[src/sv/mxbh_pkg.sv]
// ----------------------------------------------------------------------------
// mxbh_pkg
// Types, constants and constant-multiply helpers of the multiply/xor byte hash.
// ----------------------------------------------------------------------------
`default_nettype none

package mxbh_pkg;

  typedef enum logic [1:0] {
    MODE_32_MUL_XOR = 2'd0,
    MODE_32_XOR_MUL = 2'd1,
    MODE_64_MUL_XOR = 2'd2,
    MODE_64_XOR_MUL = 2'd3
  } hash_mode_t;

  localparam hash_mode_t MODE_RESET = MODE_64_XOR_MUL;

  localparam logic [63:0] OFFSET_32 = 64'd5381;
  localparam logic [63:0] OFFSET_64 = 64'd14695981039346656037;

  // One input transaction.
  typedef struct packed {
    logic [7:0] data_byte;
    logic       byte_present;
    logic       first_byte;
    logic       last_byte;
  } item_t;

  function automatic logic mode_is_wide(hash_mode_t m);
    return (m == MODE_64_MUL_XOR) || (m == MODE_64_XOR_MUL);
  endfunction

  function automatic logic mode_xor_first(hash_mode_t m);
    return (m == MODE_32_XOR_MUL) || (m == MODE_64_XOR_MUL);
  endfunction

  function automatic logic [63:0] mode_offset(hash_mode_t m);
    return mode_is_wide(m) ? OFFSET_64 : OFFSET_32;
  endfunction

  // h * 1099511628211 mod 2^64; prime = 2^40 + 0x1B3
  function automatic logic [63:0] mul_prime64(logic [63:0] h);
    return (h << 40) + (h << 8) + (h << 7) + (h << 5) + (h << 4) + (h << 1) + h;
  endfunction

  // h * 33 mod 2^32
  function automatic logic [31:0] mul33(logic [31:0] h);
    return (h << 5) + h;
  endfunction

endpackage

`default_nettype wire

[src/sv/mxbh_if.sv]
// ----------------------------------------------------------------------------
// mxbh_if
// Valid/ready channel interfaces: byte input, hash result, mode configuration.
// ----------------------------------------------------------------------------
`default_nettype none

interface mxbh_in_if;
  logic       valid;
  logic       ready;
  logic [7:0] data_byte;
  logic       byte_present;
  logic       first_byte;
  logic       last_byte;

  modport source (output valid, data_byte, byte_present, first_byte, last_byte,
                  input ready);
  modport sink   (input valid, data_byte, byte_present, first_byte, last_byte,
                  output ready);
endinterface

interface mxbh_out_if;
  logic        valid;
  logic        ready;
  logic [63:0] hash_value;

  modport source (output valid, hash_value, input ready);
  modport sink   (input valid, hash_value, output ready);
endinterface

interface mxbh_cfg_if;
  logic       valid;
  logic       ready;
  logic [1:0] hash_mode;

  modport source (output valid, hash_mode, input ready);
  modport sink   (input valid, hash_mode, output ready);
endinterface

`default_nettype wire

[src/sv/mxbh_mix.sv]
// ----------------------------------------------------------------------------
// mxbh_mix
// One hash step: offset reload, byte mix in the selected order, result mask.
// ----------------------------------------------------------------------------
`default_nettype none

module mxbh_mix (
  input  wire logic [63:0]         hash_i,
  input  wire mxbh_pkg::item_t     item_i,
  input  wire mxbh_pkg::hash_mode_t mode_i,
  output logic [63:0]              hash_o,
  output logic [63:0]              result_o
);

  logic        wide;
  logic        xor_first;
  logic [63:0] start;
  logic [63:0] start_m;
  logic [63:0] byte_ext;
  logic [63:0] mul_src;
  logic [63:0] prod;
  logic [63:0] mixed;

  always_comb begin
    wide      = mxbh_pkg::mode_is_wide(mode_i);
    xor_first = mxbh_pkg::mode_xor_first(mode_i);
    start     = item_i.first_byte ? mxbh_pkg::mode_offset(mode_i) : hash_i;
    start_m   = wide ? start : {32'd0, start[31:0]};
    byte_ext  = {56'd0, item_i.data_byte};
    mul_src   = xor_first ? (start_m ^ byte_ext) : start_m;
    prod      = wide ? mxbh_pkg::mul_prime64(mul_src)
                     : {32'd0, mxbh_pkg::mul33(mul_src[31:0])};
    mixed     = xor_first ? prod : (prod ^ byte_ext);
    // no byte: state keeps its full 64 bits, only the result is masked
    hash_o    = item_i.byte_present ? mixed : start;
    result_o  = wide ? hash_o : {32'd0, hash_o[31:0]};
  end

endmodule

`default_nettype wire

[src/sv/multiplicative_xor_byte_hash.sv]
// ----------------------------------------------------------------------------
// multiplicative_xor_byte_hash
// Streaming byte hash, 64-bit FNV or 32-bit x33/5381, mul-xor or xor-mul order.
// ----------------------------------------------------------------------------
//  channel   dir  handshake          payload
//  in_ch     in   valid/ready        data_byte, byte_present, first_byte, last_byte
//  out_ch    out  valid/ready        hash_value (64b, upper half zero in 32b modes)
//  cfg_ch    in   valid/ready (rdy=1) hash_mode (2b)
//
//  One byte per cycle sustained unless a last item waits on an unread result.
//  An accepted transaction is registered in the input stage, then folded into
//  the running hash; a last item also loads the result and raises out_ch.valid.
//  The hash step (a 64- or 32-bit constant multiply as shifted adds) sits
//  between the input stage and the hash/result registers.
//  in_ch stalls only while a last item waits on a full, unread result register.
//  Reset: mode 3, running hash = 64-bit offset basis, both stages empty.
// ----------------------------------------------------------------------------
`default_nettype none

module multiplicative_xor_byte_hash (
  input wire logic     clk,
  input wire logic     rst_n,
  mxbh_in_if.sink      in_ch,
  mxbh_out_if.source   out_ch,
  mxbh_cfg_if.sink     cfg_ch
);

  mxbh_pkg::hash_mode_t mode_r;
  logic                 s_valid_r;
  mxbh_pkg::item_t      s_item_r;
  logic [63:0]          hash_r;
  logic [63:0]          hash_nxt;
  logic [63:0]          result_nxt;
  logic                 out_valid_r;
  logic [63:0]          out_hash_r;

  logic out_free;
  logic s_go;
  logic in_ready;

  mxbh_mix u_mix (
    .hash_i   (hash_r),
    .item_i   (s_item_r),
    .mode_i   (mode_r),
    .hash_o   (hash_nxt),
    .result_o (result_nxt)
  );

  always_comb begin
    out_free = !out_valid_r || out_ch.ready;
    s_go     = s_valid_r && (!s_item_r.last_byte || out_free);
    in_ready = !s_valid_r || s_go;
  end

  assign in_ch.ready       = in_ready;
  assign cfg_ch.ready      = 1'b1;
  assign out_ch.valid      = out_valid_r;
  assign out_ch.hash_value = out_hash_r;

  always_ff @(posedge clk) begin
    if (!rst_n) begin
      mode_r      <= mxbh_pkg::MODE_RESET;
      s_valid_r   <= 1'b0;
      hash_r      <= mxbh_pkg::OFFSET_64;
      out_valid_r <= 1'b0;
    end else begin
      if (cfg_ch.valid) begin
        mode_r <= mxbh_pkg::hash_mode_t'(cfg_ch.hash_mode);
      end
      if (in_ready) begin
        s_valid_r <= in_ch.valid;
      end
      if (s_go) begin
        hash_r <= hash_nxt;
      end
      if (s_go && s_item_r.last_byte) begin
        out_valid_r <= 1'b1;
      end else if (out_ch.ready) begin
        out_valid_r <= 1'b0;
      end
    end
  end

  // payload registers
  always_ff @(posedge clk) begin
    if (in_ready && in_ch.valid) begin
      s_item_r.data_byte    <= in_ch.data_byte;
      s_item_r.byte_present <= in_ch.byte_present;
      s_item_r.first_byte   <= in_ch.first_byte;
      s_item_r.last_byte    <= in_ch.last_byte;
    end
    if (s_go && s_item_r.last_byte) begin
      out_hash_r <= result_nxt;
    end
  end

endmodule

`default_nettype wire

[src/flat_wrapper.sv]
// flat-port wrapper written by rule: the top's interface ports become plain ports
module multiplicative_xor_byte_hash_flat 
  (clk, rst_n, in_ch_valid, in_ch_data_byte, in_ch_byte_present, in_ch_first_byte, in_ch_last_byte, in_ch_ready, out_ch_valid, out_ch_hash_value, out_ch_ready, cfg_ch_valid, cfg_ch_hash_mode, cfg_ch_ready);
  mxbh_in_if in_ch_i ();
  mxbh_out_if out_ch_i ();
  mxbh_cfg_if cfg_ch_i ();
  input wire logic clk;
  input wire logic rst_n;
  input wire logic [$bits(in_ch_i.valid)-1:0] in_ch_valid;
  input wire logic [$bits(in_ch_i.data_byte)-1:0] in_ch_data_byte;
  input wire logic [$bits(in_ch_i.byte_present)-1:0] in_ch_byte_present;
  input wire logic [$bits(in_ch_i.first_byte)-1:0] in_ch_first_byte;
  input wire logic [$bits(in_ch_i.last_byte)-1:0] in_ch_last_byte;
  output wire logic [$bits(in_ch_i.ready)-1:0] in_ch_ready;
  output wire logic [$bits(out_ch_i.valid)-1:0] out_ch_valid;
  output wire logic [$bits(out_ch_i.hash_value)-1:0] out_ch_hash_value;
  input wire logic [$bits(out_ch_i.ready)-1:0] out_ch_ready;
  input wire logic [$bits(cfg_ch_i.valid)-1:0] cfg_ch_valid;
  input wire logic [$bits(cfg_ch_i.hash_mode)-1:0] cfg_ch_hash_mode;
  output wire logic [$bits(cfg_ch_i.ready)-1:0] cfg_ch_ready;
  assign in_ch_i.valid = in_ch_valid;
  assign in_ch_i.data_byte = in_ch_data_byte;
  assign in_ch_i.byte_present = in_ch_byte_present;
  assign in_ch_i.first_byte = in_ch_first_byte;
  assign in_ch_i.last_byte = in_ch_last_byte;
  assign in_ch_ready = in_ch_i.ready;
  assign out_ch_valid = out_ch_i.valid;
  assign out_ch_hash_value = out_ch_i.hash_value;
  assign out_ch_i.ready = out_ch_ready;
  assign cfg_ch_i.valid = cfg_ch_valid;
  assign cfg_ch_i.hash_mode = cfg_ch_hash_mode;
  assign cfg_ch_ready = cfg_ch_i.ready;
  multiplicative_xor_byte_hash u_core (.clk(clk), .rst_n(rst_n), .in_ch(in_ch_i), .out_ch(out_ch_i), .cfg_ch(cfg_ch_i));
endmodule
[config.mk]
export PLATFORM = sky130hd
export DESIGN_NAME = multiplicative_xor_byte_hash_flat
export DESIGN_NICKNAME = d
export VERILOG_FILES = /design/src/sv/mxbh_pkg.sv /design/src/sv/mxbh_if.sv /design/src/sv/mxbh_mix.sv /design/src/sv/multiplicative_xor_byte_hash.sv /design/src/flat_wrapper.sv
export SDC_FILE = /design/constraint.sdc
export NUM_CORES = 1
export LEC_CHECK = 0
export ABC_CLOCK_PERIOD_IN_PS = 16300
export BUFFER_PORTS_ARGS = -buffer_cell sky130_fd_sc_hd__buf_4
export CAP_MARGIN = 30
export CORE_UTILIZATION = 54
export DETAILED_ROUTE_END_ITERATION = 10
export PLACE_DENSITY = 0.8
export SLEW_MARGIN = 10
export SYNTH_ARGS = -nofsm -noshare
export SYNTH_HDL_FRONTEND = slang
export SYNTH_SLANG_ARGS = --single-unit
export TNS_END_PERCENT = 1
[constraint.sdc]
create_clock -name clk -period 16.3 [get_ports clk]
set_clock_uncertainty 0.2 [all_clocks]
set_input_delay 1.63 -clock clk [delete_from_list [all_inputs] [get_ports clk]]
set_output_delay 1.63 -clock clk [all_outputs]
set_load 0.03 [all_outputs]
# Yosys cells after proc, flatten, opt, wreduce, memory -nomap -nowiden
# Index checks and enable logic that the tools add are counted.
# Widths: inputs -> output; s select.
[totals] elab_cells=43 out_inout_bits=67 inputBits=18 register_bits=143
[classes] n_reduce_logical=12 addsub=7 bitwise=2 n_eq_ne=3 mux=9
[ops] cell="$mux 64" count=7
[ops] cell="$add 64x64->64" count=6
[ops] cell="$xor 64x8->64" count=2
[ops] cell="$add 32x32->32" count=1
[ops] cell="$logic_or 1x1->1" count=5
[ops] cell="$eq 2x2->1 const B" count=2
[ops] cell="$logic_and 1x1->1" count=3
[ops] cell="$logic_not 1->1" count=3
[ops] cell="$eq 2x1->1 const B" count=1
[ops] cell="$mux 1" count=2
[ops] cell="$reduce_bool 2->1" count=1

# Depth between registers and ports, before layout
[depth] ltp_word=17 mapped_depth=26

# Cells and area by module
# Synthesis repeated with hierarchy kept, for this count alone.
[hier_totals] hier_cells=2072 hier_area_um2=18813.0
[modules_own_cells] module="mxbh_mix" instances=1 area_each_um2=13639.3 cells_each=1701
[modules_own_cells] module="multiplicative_xor_byte_hash" instances=1 area_each_um2=5173.7 cells_each=371

# Worst setup path after synthesis
# OpenSTA, ideal clock, no wires.
[synth_path] kind="reg-to-reg" startpoint="register u_core.mode_r[1]" endpoint="register u_core.hash_r[60]" stages_incl_launch_ff=26 arrival_time_ns=6.359 period_less_slack_ns=6.681 required_time_ns=15.978 slack_ns=9.619 n_path_buf=5 path_cell_list="dfxtp_1 -> clkbuf_1 -> clkbuf_1 -> clkbuf_1 -> clkbuf_1 -> and3_1 -> inv_1 -> fa_1 -> inv_1 -> fa_1 -> fa_1 -> inv_1 -> fa_1 -> inv_1 -> ha_1 -> buf_2 -> nand4_1 -> nor2_1 -> nand3_1 -> or2_2 -> o2111a_2 -> o211a_1 -> o41ai_2 -> a31oi_1 -> and4_4 -> a311o_1"
[synth_between] elab_chain_len=17 elab_cells_between_ends=20
[synth_rtl] element="start: declaration" line="multiplicative_xor_byte_hash.sv:28" text="mxbh_pkg::hash_mode_t mode_r;"
[synth_rtl] element="start signal: assignment" line="multiplicative_xor_byte_hash.sv:62" text="mode_r <= mxbh_pkg::MODE_RESET;"
[synth_rtl] element="start signal: assignment" line="multiplicative_xor_byte_hash.sv:68" text="mode_r <= mxbh_pkg::hash_mode_t'(cfg_ch.hash_mode);"
[synth_rtl] element="$eq 2x2->1 (on tied branches)" line="mxbh_pkg.sv:30, mxbh_pkg.sv:34"
[synth_rtl] element="$logic_or 1x1->1" line="mxbh_pkg.sv:30" text="return (m == MODE_64_MUL_XOR) || (m == MODE_64_XOR_MUL);"
[synth_rtl] element="$mux 64" line="mxbh_pkg.sv:38" text="return mode_is_wide(m) ? OFFSET_64 : OFFSET_32;"
[synth_rtl] element="$mux 64" line="mxbh_mix.sv:27" text="start = item_i.first_byte ? mxbh_pkg::mode_offset(mode_i) : hash_i;"
[synth_rtl] element="$mux 64" line="mxbh_mix.sv:28" text="start_m = wide ? start : {32'd0, start[31:0]};"
[synth_rtl] element="$xor 64x8->64" line="mxbh_mix.sv:30" text="mul_src = xor_first ? (start_m ^ byte_ext) : start_m;"
[synth_rtl] element="$mux 64" line="mxbh_mix.sv:30"
[synth_rtl] element="$add 64x64->64 (6 in a row)" line="mxbh_pkg.sv:43" text="return (h << 40) + (h << 8) + (h << 7) + (h << 5) + (h << 4) + (h << 1) + h;"
[synth_rtl] element="$mux 64" line="mxbh_mix.sv:31" text="prod = wide ? mxbh_pkg::mul_prime64(mul_src)"
[synth_rtl] element="$xor 64x8->64" line="mxbh_mix.sv:33" text="mixed = xor_first ? prod : (prod ^ byte_ext);"
[synth_rtl] element="$mux 64 (*)" line="mxbh_mix.sv:33"
[synth_rtl] element="$mux 64 (*)" line="mxbh_mix.sv:35" text="hash_o = item_i.byte_present ? mixed : start;"
[synth_rtl] element="end signal: assignment" line="multiplicative_xor_byte_hash.sv:64" text="hash_r <= mxbh_pkg::OFFSET_64;"
[synth_rtl] element="end signal: assignment" line="multiplicative_xor_byte_hash.sv:74" text="hash_r <= hash_nxt;"
[synth_rtl] element="end: declaration" line="multiplicative_xor_byte_hash.sv:31" text="logic [63:0] hash_r;"
# Mark *: on every way between the ends. The rest lies on a longest branch, timed or not.
# A chain may end at the register's enable or synchronous reset.

# Final worst setup path
[layout_path] startpoint="register u_core.mode_r[1]" endpoint="register u_core.out_hash_r[37], in the netlist u_core.out_ch.hash_value[37], data pin"
[layout_between] elab_chain_len=17 elab_cells_between_ends=20
[layout_rtl] element="$eq 2x2->1 (on tied branches)" line="mxbh_pkg.sv:30, mxbh_pkg.sv:34"
[layout_rtl] element="$logic_or 1x1->1" line="mxbh_pkg.sv:30"
[layout_rtl] element="$mux 64" line="mxbh_pkg.sv:38"
[layout_rtl] element="$mux 64" line="mxbh_mix.sv:27"
[layout_rtl] element="$mux 64" line="mxbh_mix.sv:28"
[layout_rtl] element="$xor 64x8->64" line="mxbh_mix.sv:30"
[layout_rtl] element="$mux 64" line="mxbh_mix.sv:30"
[layout_rtl] element="$add 64x64->64 (6 in a row)" line="mxbh_pkg.sv:43"
[layout_rtl] element="$mux 64" line="mxbh_mix.sv:31"
[layout_rtl] element="$xor 64x8->64" line="mxbh_mix.sv:33"
[layout_rtl] element="$mux 64" line="mxbh_mix.sv:33"
[layout_rtl] element="$mux 64" line="mxbh_mix.sv:35"
[layout_rtl] element="end signal: assignment" line="multiplicative_xor_byte_hash.sv:93" text="out_hash_r <= result_nxt;"
[layout_rtl] element="end: declaration" line="multiplicative_xor_byte_hash.sv:35" text="logic [63:0] out_hash_r;"
# Parallel ways exist; a longest one is shown, timed or not.

==> impl_metrics.json <==
{
  "status": "finished clean",
  "synth-seq-cells": 143,
  "drt_wl_total_um": 55520,
  "hold_path.class": "reg -> reg",
  "worstPathRequired_ps": 16340,
  "synth_warnings": 0,
  "numClockSinks": 143,
  "wire_per_inst_um": 22.24,
  "drtIter0Drc": 1636,
  "remaining_drc_errors": 0,
  "drt_first_pass_iters": 6,
  "hpwl_um": 42440,
  "track_usage": 0.3386,
  "path_max_fanout": 27,
  "synth-edff-count": 75,
  "cts_made_buffers": 17,
  "grt_max_degree": 50,
  "postCtsHoldBufs": 0,
  "area_delta_synth_final_pct": 8.699,
  "numPortBuffers": 83,
  "drive_gt1_frac": 0.09586,
  "clockBufferDepth": 2,
  "vias": 15270,
  "cts_tree": "yes",
  "netlist_area_sq_mm": 0.01825,
  "synth.distinct_cells": 89,
  "io_pins": 85,
  "fin_area_sq_mm": 0.01984,
  "nets": 2443,
  "min-delay-start": "u_core.hash_r[27]",
  "cp.arrival_ps": 8520,
  "dieArea_sq_mm": 0.03454,
  "die_w_um": 185.9,
  "gp_congestion": 0.9770,
  "viasPerCell": 6.113,
  "r2r_slack_ps": 7810,
  "min_period_over_period": 0.5206,
  "drv_slew": 0,
  "worstHoldPathCells": 2,
  "design.core.area_sq_mm": 0.03287,
  "final-hold-violation-count": 0,
  "clockRootBuffer": "clkbuf_16",
  "crit_type": "reg -> reg",
  "fp.dieH_um": 185.9,
  "clk_pin_slew_worst_paths_ps": 70,
  "tightestPinTransition_ps": 1029,
  "grt-ovfl-total": 0,
  "fin_crit_ps": 8486,
  "timing.rr.end": "u_core.out_ch.hash_value[37]",
  "max_freq_ghz": 0.1178,
  "syn_nets": 2388,
  "insertion_delay_ps": 470,
  "rsz0062_at_grt": "no",
  "grt_antenna_before_repair": 0,
  "reg2reg_from": "u_core.mode_r[1]",
  "postSynthAreaPerCell_sq_um": 9.186,
  "setup_tns_ps": 0,
  "slew_headroom": 0.3136,
  "fillCellCount": 2842,
  "grt_pass1_vias": 15400,
  "setup_viol": 0,
  "antenna_left": 0,
  "async_flop_share": 0,
  "drv_cap": 0,
  "synthFlopType": "edfxtp_1",
  "syn_inst": 1987,
  "holdPathEnd": "u_core.hash_r[27]",
  "rows": 66,
  "worst_setup_path_start_kind": "flip-flop",
  "place_area_sq_mm": 0.01922,
  "antenna_cells": 0,
  "grt_pass1_wl_um": 86970,
  "ctsResizeCount": 0,
  "synth-seq-area-share": 0.1980,
  "cts_max_level": 4,
  "post_cts_buffers": 0,
  "start_util": 0.5554,
  "cp-end-kind": "flip-flop",
  "rr_worst_depth": 24
}
## routing by layer
metal | track usage | up-vias | part of all wire
li1 | - | 6753 | -
met1 | 0.4490 | 7474 | 0.40
met2 | 0.5276 | 872 | 0.45
met3 | 0.07024 | 166 | 0.098
met4 | 0.1646 | 0 | 0.045
met5 | 0 | - | 0
## flip-flops by register name, indices dropped and copies added (netlist names)
| name | flops |
|---|---|
| u_core.s_valid_r | 1 |
| u_core.hash_r | 64 |
| u_core.mode_r | 2 |
| u_core.out_ch.valid | 1 |
| u_core.s_item_r | 11 |
| u_core.out_ch.hash_value | 64 |
## logic make-up after synthesis
group	after synthesis	share of synthesized area
compound gates	475	0.1749
xor+xnor	97	0.04655
fa+ha+maj	383	0.3641
buf+inv	457	0.1027
flops	143	0.1980
mux	10	0.005553
other cells	1	0.0002055
simple gates	421	0.1080
## cell usage in the layout (no fill, tap or decap), types with 6 or more instances in the layout
master and n:
inv_1 369, fa_1 247, nand2_1 156, ha_1 136, a21oi_1 133, buf_4 118, nor2_1 97, o21ai_0 89
edfxtp_1 75, dfxtp_1 67, xnor2_1 65, a21o_1 45, xor2_1 32, nand3_1 32, and3_1 25, a31oi_1 23
nand4_1 21, a211oi_1 20, nor3_1 17, clkbuf_16 17, nor2b_1 16, a22oi_1 16, a221o_1 16, o211ai_1 14
nand2b_1 13, o21bai_1 13, o21a_1 12, or3_1 10, o221ai_1 9, mux2i_1 9, o21ai_1 9, a31o_2 6
and2_1 6, o221a_2 6
## cell usage after synthesis (23+ instances only)
master,instances,share of area
edfxtp_1,75,0.12
clkbuf_1,51,0.010
a21oi_1,133,0.036
nand2_1,156,0.032
and3_1,26,0.0089
inv_1,370,0.076
dfxtp_1,68,0.075
nor2_1,98,0.020
xnor2_1,65,0.031
fa_1,247,0.27
nand3_1,32,0.0088
xor2_1,32,0.015
a31oi_1,23,0.0079
o21ai_0,91,0.025
ha_1,136,0.093
a21o_1,45,0.019
## critical path: stages (launching register included)
cell	delay (ps)
dfxtp_2	490
inv_2	450
buf_4	510
nor2_1	200
a21o_1	260
xnor2_1	750
inv_1	220
fa_1	550
inv_1	50
fa_1	520
inv_1	50
fa_1	470
inv_1	40
ha_1	270
ha_1	410
a211oi_1	390
nand2b_1	100
o21ai_1	310
a2111o_1	290
and2_1	330
o21ai_1	140
a31oi_1	430
o21ai_1	190
and3_1	220
a2111oi_0	380
## stage by stage
step,worst slack (ps),util,hold slack (ps),std cells
floorplan,9619,-,231.8,1987
global route,7477,0.6037,274.7,2497
detailed placement,8072,0.5847,251.2,2462
global placement,8365,0.5846,242.5,2461
finish,7814,0.6037,258.2,2497
CTS,7940,0.6031,259.5,2494
## final cells by class
cell class / instances / area [sq um] / share of cell area
Multi-Input combinational cell: 1387 / 12770 / 0.6436
Sequential cell: 143 / 3615 / 0.1822
Inverter: 372 / 1396 / 0.07038
Timing Repair Buffer: 121 / 900.9 / 0.04541
Tap cell: 442 / 553.0 / 0.02787
Clock buffer: 19 / 442.9 / 0.02232
Clock inverter: 13 / 162.7 / 0.008198
## how the worst max path moves through the flow
stage                           from                            to  slack [ps]  cells after the start
global route        u_core.mode_r[1]  u_core.out_ch.hash_value[37]        7480                     24
CTS                 u_core.mode_r[1]  u_core.out_ch.hash_value[37]        7940                     24
detailed placement  u_core.mode_r[1]  u_core.out_ch.hash_value[37]        8070                     24
floorplan           u_core.mode_r[1]             u_core.hash_r[60]        9620                     25
finish              u_core.mode_r[1]  u_core.out_ch.hash_value[37]        7810                     24
global placement    u_core.mode_r[1]  u_core.out_ch.hash_value[37]        8360                     24
Power is not shown: default switching activity piles up to over one toggle a cycle in this logic, so the estimate is an artifact.
